## config.mk

```make
export PLATFORM = sky130hd
export DESIGN_NAME = srcm_mod_unit
export DESIGN_NICKNAME = d
export VERILOG_FILES = /design/src/sv/srcm_pkg.sv /design/src/sv/srcm_mod_unit.sv
export SDC_FILE = /design/constraint.sdc
export NUM_CORES = 1
export LEC_CHECK = 0
export BUFFER_PORTS_ARGS = -buffer_cell sky130_fd_sc_hd__clkbuf_2
export CORE_AREA = 2 2 177 179
export DETAILED_ROUTE_END_ITERATION = 12
export DIE_AREA = 0 0 179 181
export HOLD_SLACK_MARGIN = 0.02
export PLACE_DENSITY = 0.85
export SYNTH_ARGS = -nofsm -noshare
export SYNTH_HDL_FRONTEND = slang
export SYNTH_SLANG_ARGS = --single-unit
```

## constraint.sdc

```tcl
create_clock -name clk -period 6.7 [get_ports clk]
set_input_delay 0.67 -clock clk [delete_from_list [all_inputs] [get_ports clk]]
set_output_delay 0.67 -clock clk [all_outputs]
set_load 0.05 [all_outputs]
```

## src/sv/srcm_pkg.sv

```systemverilog
// ----------------------------------------------------------------------------
// srcm_pkg
// Shared types and constants of the sparse residual check modulo q.
// ----------------------------------------------------------------------------
package srcm_pkg;

  localparam int MAX_COLUMNS    = 1024;
  localparam int COL_BITS       = $clog2(MAX_COLUMNS);
  localparam int COUNT_BITS     = 11;
  localparam int VALUE_BITS     = 64;
  localparam int ROW_COUNT_BITS = 16;
  localparam int ROW_NUM_BITS   = 16;
  localparam int CFG_INDEX_BITS = 2;

  localparam logic [1:0] OP_LOAD  = 2'd0;
  localparam logic [1:0] OP_ENTRY = 2'd1;
  localparam logic [1:0] OP_CLOSE = 2'd2;

  localparam logic [CFG_INDEX_BITS-1:0] CFG_MODULUS      = 2'd0;
  localparam logic [CFG_INDEX_BITS-1:0] CFG_COLUMN_COUNT = 2'd1;

  typedef struct packed {
    logic [1:0]            operation;
    logic [COL_BITS-1:0]   column_index;
    logic [VALUE_BITS-1:0] operand_value;
  } req_t;

  typedef struct packed {
    logic [ROW_NUM_BITS-1:0] row_number;
    logic                    unsatisfied;
    logic                    column_error;
  } rsp_t;

  typedef struct packed {
    logic                  start;
    logic                  mul;
    logic [VALUE_BITS-1:0] a;
    logic [VALUE_BITS-1:0] b;
  } mu_req_t;

  typedef struct packed {
    logic                  done;
    logic [VALUE_BITS-1:0] result;
  } mu_rsp_t;

endpackage

```

## src/sv/srcm_mod_unit.sv

```systemverilog
// ----------------------------------------------------------------------------
// srcm_mod_unit
// Iterative modular unit: reduces a word mod q one bit a cycle, or forms
// (a * b) mod q most significant bit first with a double and an add step.
// ----------------------------------------------------------------------------
module srcm_mod_unit (
  input  logic                            clk,
  input  logic                            rst,
  input  logic [srcm_pkg::VALUE_BITS-1:0] q,
  input  srcm_pkg::mu_req_t               req,
  output srcm_pkg::mu_rsp_t               rsp
);

  localparam int W     = srcm_pkg::VALUE_BITS;
  localparam int CBITS = $clog2(W);

  logic             busy;
  logic             mul_mode;
  logic             phase;
  logic [CBITS-1:0] count;
  logic [W-1:0]     r;
  logic [W-1:0]     a;
  logic [W-1:0]     b;
  logic             done;

  logic             shift_in;
  logic [W:0]       cand;
  logic [W:0]       diff;
  logic [W-1:0]     red;
  logic             bit_step;

  always_comb begin
    shift_in = mul_mode ? 1'b0 : a[W-1];
    if (mul_mode && phase) begin
      cand = {1'b0, r} + {1'b0, b};
    end else begin
      cand = {r, shift_in};
    end
    diff     = cand - {1'b0, q};
    red      = (cand >= {1'b0, q}) ? diff[W-1:0] : cand[W-1:0];
    bit_step = !mul_mode || phase;
  end

  always_ff @(posedge clk) begin
    if (rst) begin
      busy <= 1'b0;
      done <= 1'b0;
    end else begin
      if (req.start) begin
        busy     <= 1'b1;
        mul_mode <= req.mul;
        phase    <= 1'b0;
        count    <= '0;
        r        <= '0;
        a        <= req.a;
        b        <= req.b;
      end else if (busy) begin
        phase <= mul_mode ? ~phase : 1'b0;
        if (!mul_mode || !phase || a[W-1]) begin
          r <= red;
        end
        if (bit_step) begin
          a     <= {a[W-2:0], 1'b0};
          count <= count + 1'b1;
          if (count == CBITS'(W - 1)) begin
            busy <= 1'b0;
          end
        end
      end
      done <= !req.start && busy && bit_step && (count == CBITS'(W - 1));
    end
  end

  assign rsp.done   = done;
  assign rsp.result = r;

endmodule

```

==> run_results.csv, run 1 <==
group,metric,value,unit
status,status,"finished clean",
finish,drive_gt1_share,20.4,%
drt,drtPass1Iterations,5,
clocking,cts_root_buf,"clkbuf_16",
logic_synthesis,netlist_area,16600,µm²
clocking,cts_hold_buffers,0,
clocking,cts_tree,"done",
finish,final_core_util,62.9,%
finish,area_growth,15.3,%
setup_path,crit_arrival,6710,ps
sta,maxSlewViolCount,0,
finish,nets,2419,
clocking,clk_pin_slew,70,ps
die,start_util,54.6,%
setup_path,r2r_start,"r[2]$_SDFFCE_PP0P_",
logic_synthesis,synth_cell_types,75,
finish,final_cell_mix,"clkbuf_2, nand2_1, edfxtp_1, a21oi_1, nor2_1",
die,die_w,179,µm
logic_synthesis,synth_top_area_share,36.3,%
drt,wl,50.3,mm
sta,period_minus_slack,6330,ps
sta,fin_hold_ws,290,ps
finish,finish.instance_area,19100,µm²
sta,setup_tns,0,ps
setup_path,r2r_cells,24,
min_path,hp-class,"input pin to flip-flop",
sta,final_hold_viol_count,0,
logic_synthesis,synthArstFlopShare,0,%
drt,wl_met3,4.98,mm
drt,drt_iter0_drc,1714,
setup_path,cp_max_fo,7,
setup_path,cp_num_cells,24,
pwr,power_leakage,8.25,nW
drt,drc_errors,0,
pwr,powerDensity,289,nW/µm²
finish,finalNonFillerCells,2507,
logic_synthesis,synth_flop_cell,"edfxtp_1",
logic_synthesis,seq_area_frac_synth,36.5,%
logic_synthesis,syn_avg_cell_area,8.89,µm²
die,coreArea,30300,µm²
drt,dr_total_vias,15500,
global_route,grt_remaining_overflow,0,
setup_path,r2r_end,"r[0]$_SDFFCE_PP0P_",
setup_path,ff2ff_setup_slack,370,ps
setup_path,crit_slowest_cell,"or4_1",
drt,wl_met1,21.0,mm
finish,final_common_cell,"clkbuf_2",
placement,hpwl,38.8,mm
sta,max_freq,0.158,GHz
finish,fillers,2557,
clocking,cts_buffers,25,
sta,period_share,94.5,%
run,max_cap_violations,0,
die,rows,64,
drt,met2_length,22.5,mm
die,die_y,181,µm
placement,portBuffers,260,
logic_synthesis,synth_nets,2191,
sta,slew_headroom,29.8,%
setup_path,crit_type,"flip-flop to flip-flop",
sta,finalSetupViolCount,0,
logic_synthesis,ys_ff_latch,202,
setup_path,cp_slowest_stage_delay,550,ps
logic_synthesis,syn-instance-count,1864,
sta,skew,21.1,ps
die,io_pins,261,
pwr,ir_worst_vdd,246,µV
setup_path,cp_cell_sequence,"ha_1 > o21ai_0 > o21ai_0 > a211oi_1 > buf_4 > o211ai_1 > nand2_1 > o31a_1 > xor2_1 > o21ai_0 > ha_1 > and2_2 > nand3_2 > or2_1 > or4_1 > or4_1 > o211ai_1 > a211o_2 > a211oi_4 > buf_4 > buf_4 > buf_4 > and2_1 > a211oi_2",
clocking,insertion_delay,550,ps
logic_synthesis,yosys.area.top_type,"edfxtp_1",
global_route,grt_max_degree,93,
drt,final_antenna_net_count,0,
global_route,grt_pass1_wl,78.3,mm
placement,dp.cells,2458,
setup_path,critPathCapture,"r[0]$_SDFFCE_PP0P_",
global_route,track_usage,30.4,%
setup_path,crit_path_start,"r[2]$_SDFFCE_PP0P_",
clocking,clockBufferDepth,3,
global_route,antenna_found_initial,1,
placement,gp_congestion,0.999,
drt,viasPerCell,6.17,
die,die_area,32400,µm²
setup_path,worstSetupEndpointType,"flip-flop",
logic_synthesis,synth_area_leaders,"edfxtp_1, ha_1, a21oi_1",
setup_path,cp_common_cell,"buf_4",
setup_path,path_buf_inv,4,
finish,diodes,0,
global_route,first_global_vias,14800,
logic_synthesis,yosys_warnings,0,
logic_synthesis,synth_edf_count,200,
drt,highest_layer,"met5",
setup_path,required,7080,ps
clocking,h-tree-depth,1,
setup_path,cp_top_family,"compound AO/OA/AOI/OAI gates",
clocking,cts_sinks,202,
setup_path,setup.worst_path.start_class,"flip-flop",
sta,worst_pin_slew,1050,ps
drt,wire_per_inst,20.1,µm
placement,dpl_cell_area,18200,µm²
[logic make-up (layout without fill, tap and decap cells)]
family,after synthesis,in the layout,synth area share [%]
and+or+nand+nor,566,566,15.4
buffers and inverters,191,438,4.76
muxes,72,72,4.84
AOI/OAI and AO/OA,590,590,22.6
DFF,202,202,36.5
xor gates and xnor gates,112,112,5.92
adders and majority gates,131,131,9.99
[cell usage after synthesis (all sizes together), types with 19 or more instances]
| library cell | number |
|---|---|
| a21o | 66 |
| o21bai | 26 |
| edfxtp | 200 |
| nor3 | 24 |
| xor2 | 40 |
| inv | 102 |
| o21a | 19 |
| a21oi | 191 |
| xnor2 | 72 |
| o211ai | 19 |
| ha | 129 |
| nand2 | 228 |
| mux2 | 65 |
| nand3 | 32 |
| a211oi | 23 |
| o21ai | 138 |
| clkbuf | 71 |
| nand4 | 33 |
| nor2 | 157 |
[metal layers]
| layer | vias to the layer above | GRT usage [%] |
|---|---|---|
| met1 | 7179 | 41.2 |
| li1 | 7312 | - |
| met2 | 848 | 47.7 |
| met5 | - | 0 |
| met3 | 122 | 6.82 |
| met4 | 2 | 10.8 |
[worst reg2reg max path, stage by stage (launching register included)]
cell      delay [ps]
edfxtp_1         440
ha_1             380
o21ai_0          130
o21ai_0          240
a211oi_1         110
buf_4            170
o211ai_1         530
nand2_1          210
o31a_1           310
xor2_1           140
o21ai_0          160
ha_1             440
and2_2           200
nand3_2           90
or2_1            300
or4_1            530
or4_1            550
o211ai_1         130
a211o_2          210
a211oi_4          50
buf_4            180
buf_4            130
buf_4            150
and2_1           160
a211oi_2         200
[flip-flops by register name, summed over array words and instances (netlist names)]
register,cells
a,64
b,64
r,64
count,6
busy,1
done,1
mul_mode,1
phase,1
[what timing repair did]
action | in CTS | in global routing
gates resized for setup | 0 | 18
setup buffers | 0 | 3
setup endpoints to repair | 0 | 63
[how the worst min path moves through the flow]
stage                    startpoint               to  slack [ps]  cells after the start
finish                      req[12]  b[12]$_DFFE_PP_         290                      1
global route                req[12]  b[12]$_DFFE_PP_         270                      1
CTS                         req[12]  b[12]$_DFFE_PP_         270                      1
detailed placement  busy$_SDFF_PP0_  done$_SDFF_PP0_         500                      1
global placement    busy$_SDFF_PP0_  done$_SDFF_PP0_         480                      1
floorplan           busy$_SDFF_PP0_  busy$_SDFF_PP0_         470                      2
[final cells by class]
type                            instances  area [µm²]  share of cell area [%]
Clock buffer                           30         644                    3.37
Clock inverter                         16         149                   0.779
Inverter                              102         383                    2.00
Multi-Input combinational cell       1471        9830                    51.5
Sequential cell                       202        6050                    31.6
Tap cell                              396         495                    2.59
Timing Repair Buffer                  290        1560                    8.15
[per-stage QoR]
step	power [W]	setup WS [ps]
after global placement	0.00408	313
after global routing	0.00583	-28.6
after floorplan	0.00350	971
after detailed placement	0.00411	127
after CTS	0.00546	85.9
final	0.00553	366
[power by group]
part / leakage, nW / switching [W] / internal, W
Combinational: 5.94 / 0.00160 / 0.000946
Clock: 0.389 / 0.000574 / 0.000769
Sequential: 1.93 / 0.0000820 / 0.00155
Total: 8.25 / 0.00226 / 0.00327
(Power assumes the default switching activity.)
==> run 2: changes to the inputs <==
--- a/config.mk
+++ b/config.mk
@@ -6,11 +6,10 @@
 export NUM_CORES = 1
 export LEC_CHECK = 0
 export BUFFER_PORTS_ARGS = -buffer_cell sky130_fd_sc_hd__clkbuf_2
-export CORE_AREA = 2 2 177 179
+export CORE_AREA = 2 2 180 182
 export DETAILED_ROUTE_END_ITERATION = 12
-export DIE_AREA = 0 0 179 181
-export HOLD_SLACK_MARGIN = 0.02
-export PLACE_DENSITY = 0.85
+export DIE_AREA = 0 0 182 184
+export PLACE_DENSITY = 0.83
 export SYNTH_ARGS = -nofsm -noshare
 export SYNTH_HDL_FRONTEND = slang
 export SYNTH_SLANG_ARGS = --single-unit
==> run 2 against run 1 <==
Effect of this change:
- sequential share of layout area about the same
- wire length up 0.57%
- critical endpoint is now r[38]$_SDFFCE_PP0P_
- sequential cell count unchanged
- highest routed layer is now met4
- critical path depth down 1
- via count about the same
- combinational power about the same
- largest cell class unchanged
- first-iteration DRC count down 14%
==> run_results.csv, run 2 (synthesis results as in run 1) <==
group,metric,value,unit
global_route,grt_max_degree,81,
clocking,cts_sinks,202,
finish,final_common_cell,"clkbuf_2",
die,die_w,182,µm
die,coreArea,31400,µm²
sta,setup_tns,0,ps
drt,final_antenna_net_count,0,
sta,worst_pin_slew,993,ps
status,status,"finished clean",
pwr,ir_worst_vdd,221,µV
finish,final_cell_mix,"clkbuf_2, nand2_1, edfxtp_1, a21oi_1, nor2_1",
pwr,power_leakage,8.25,nW
sta,skew,23.9,ps
clocking,cts_tree,"done",
drt,dr_total_vias,15500,
sta,slew_headroom,32.1,%
clocking,clockBufferDepth,3,
pwr,powerDensity,292,nW/µm²
global_route,grt_pass1_wl,79.5,mm
clocking,insertion_delay,560,ps
drt,viasPerCell,6.17,
setup_path,r2r_start,"r[0]$_SDFFCE_PP0P_",
global_route,first_global_vias,15000,
clocking,cts_root_buf,"clkbuf_16",
die,start_util,52.8,%
sta,period_minus_slack,6390,ps
die,die_area,33500,µm²
global_route,track_usage,29.6,%
drt,wl,50.6,mm
setup_path,setup.worst_path.start_class,"flip-flop",
sta,finalSetupViolCount,0,
finish,reg_top3,"a x64, b x64, r x64",
setup_path,crit_arrival,6660,ps
min_path,min_to,"b[21]$_DFFE_PP_",
setup_path,required,6970,ps
pwr,p_total,0.00558,W
global_route,antenna_found_initial,0,
die,rows,65,
global_route,grt_remaining_overflow,0,
finish,regArea,6050,µm²
placement,dp.cells,2462,
sta,fin_ws,308,ps
placement,dp_slack,238,ps
sta,max_freq,0.156,GHz
die,die_y,184,µm
min_path,hp-class,"input pin to flip-flop",
finish,multi_input_area,9800,µm²
drt,wire_per_inst,20.2,µm
finish,diodes,0,
placement,gp_congestion,0.991,
drt,drt_iter0_drc,1474,
sta,period_share,95.4,%
finish,finalNonFillerCells,2507,
clocking,cts_buffers,25,
placement,portBuffers,260,
sta,maxSlewViolCount,0,
finish,drive_gt1_share,20.0,%
setup_path,ff2ff_setup_slack,310,ps
die,io_pins,261,
sta,fin_hold_ws,280,ps
run,max_cap_violations,0,
setup_path,crit_type,"flip-flop to flip-flop",
setup_path,worstSetupEndpointType,"flip-flop",
setup_path,r2r_end,"r[38]$_SDFFCE_PP0P_",
placement,hpwl,38.9,mm
setup_path,cp_max_fo,28,
finish,nets,2415,
sta,final_hold_viol_count,0,
setup_path,r2r_cells,23,
finish,fillers,2719,
clocking,clk_pin_slew,60,ps
drt,drc_errors,0,
min_path,hold_path_depth,1,
min_path,worstHoldStart,"req[21]",
drt,drtPass1Iterations,8,
sta,rsz0062_at_grt,"true",
finish,area_growth,15.3,%
clocking,h-tree-depth,1,
## run 2: cell count changes in the layout (fill, tap and decap cells not counted), sizes merged
cell,change
bufinv,+2
buf,-4
clkbuf,-3
clkinvlp,-1
clkinv,+1
inv,-1
## run 2: metrics by stage
step                      util, %  instance area [µm²]
after floorplan                 -                16600
after global placement       58.1                18200
after detailed placement     58.1                18200
after CTS                    60.7                19100
after global routing         60.8                19100
final                        60.8                19100
## run 2: worst max path at each step
| stage | start | endpoint | slack (ps) |
|---|---|---|---|
| 2_1_floorplan | r[1]$_SDFFCE_PP0P_ | r[61]$_SDFFCE_PP0P_ | 970 |
| 3_3_place_gp | r[1]$_SDFFCE_PP0P_ | r[48]$_SDFFCE_PP0P_ | 350 |
| 3_5_place_dp | r[1]$_SDFFCE_PP0P_ | r[57]$_SDFFCE_PP0P_ | 240 |
| 4_1_cts | r[7]$_SDFFCE_PP0P_ | r[48]$_SDFFCE_PP0P_ | 220 |
| 5_1_grt | r[1]$_SDFFCE_PP0P_ | r[53]$_SDFFCE_PP0P_ | -50 |
| 6_report | r[0]$_SDFFCE_PP0P_ | r[38]$_SDFFCE_PP0P_ | 310 |
## run 2: metal layers
metal | global-route usage [%] | up-vias | share of wire [%]
li1 | - | 7299 | -
met1 | 38.6 | 7273 | 41
met2 | 48.5 | 776 | 45
met3 | 6.99 | 122 | 9.6
met4 | 10.2 | 0 | 3.9
met5 | 0 | - | 0
## run 2: area by class of cell
cell class	instances	share of cell area, %
Timing Repair Buffer	286	8.05
Inverter	102	2.01
Clock buffer	27	3.32
Multi-Input combinational cell	1471	51.3
Clock inverter	17	1.03
Tap cell	402	2.63
Sequential cell	202	31.7
## run 2: power breakdown
group          switching, W  total (W)  internal, W  leakage, nW
clock              0.000572    0.00141     0.000837        0.410
combinational       0.00160    0.00253     0.000937         5.91
sequential        0.0000812    0.00163      0.00155         1.93
## run 2: timing repair
action                     in CTS  in global routing
buffers inserted                0                  1
hold buffers                    0                  0
gates resized for setup         0                  8
setup endpoints to repair       0                 63
## run 2: critical path, cell delays in order, from the launching register on
cell and delay (ps):
edfxtp_1 420, ha_1 250, fa_1 410, a21oi_1 180, nand3b_1 220, a21oi_1 120, o211ai_1 180, buf_4 170
nand3_1 160, a31oi_1 380, xnor2_1 170, o21ai_0 150, ha_1 460, and2_2 230, nand3_2 90, or2_1 300
or4_1 520, or4_1 570, o211ai_1 140, a211o_2 190, a211o_2 270, buf_12 230, mux2i_1 210, nor2_1 60
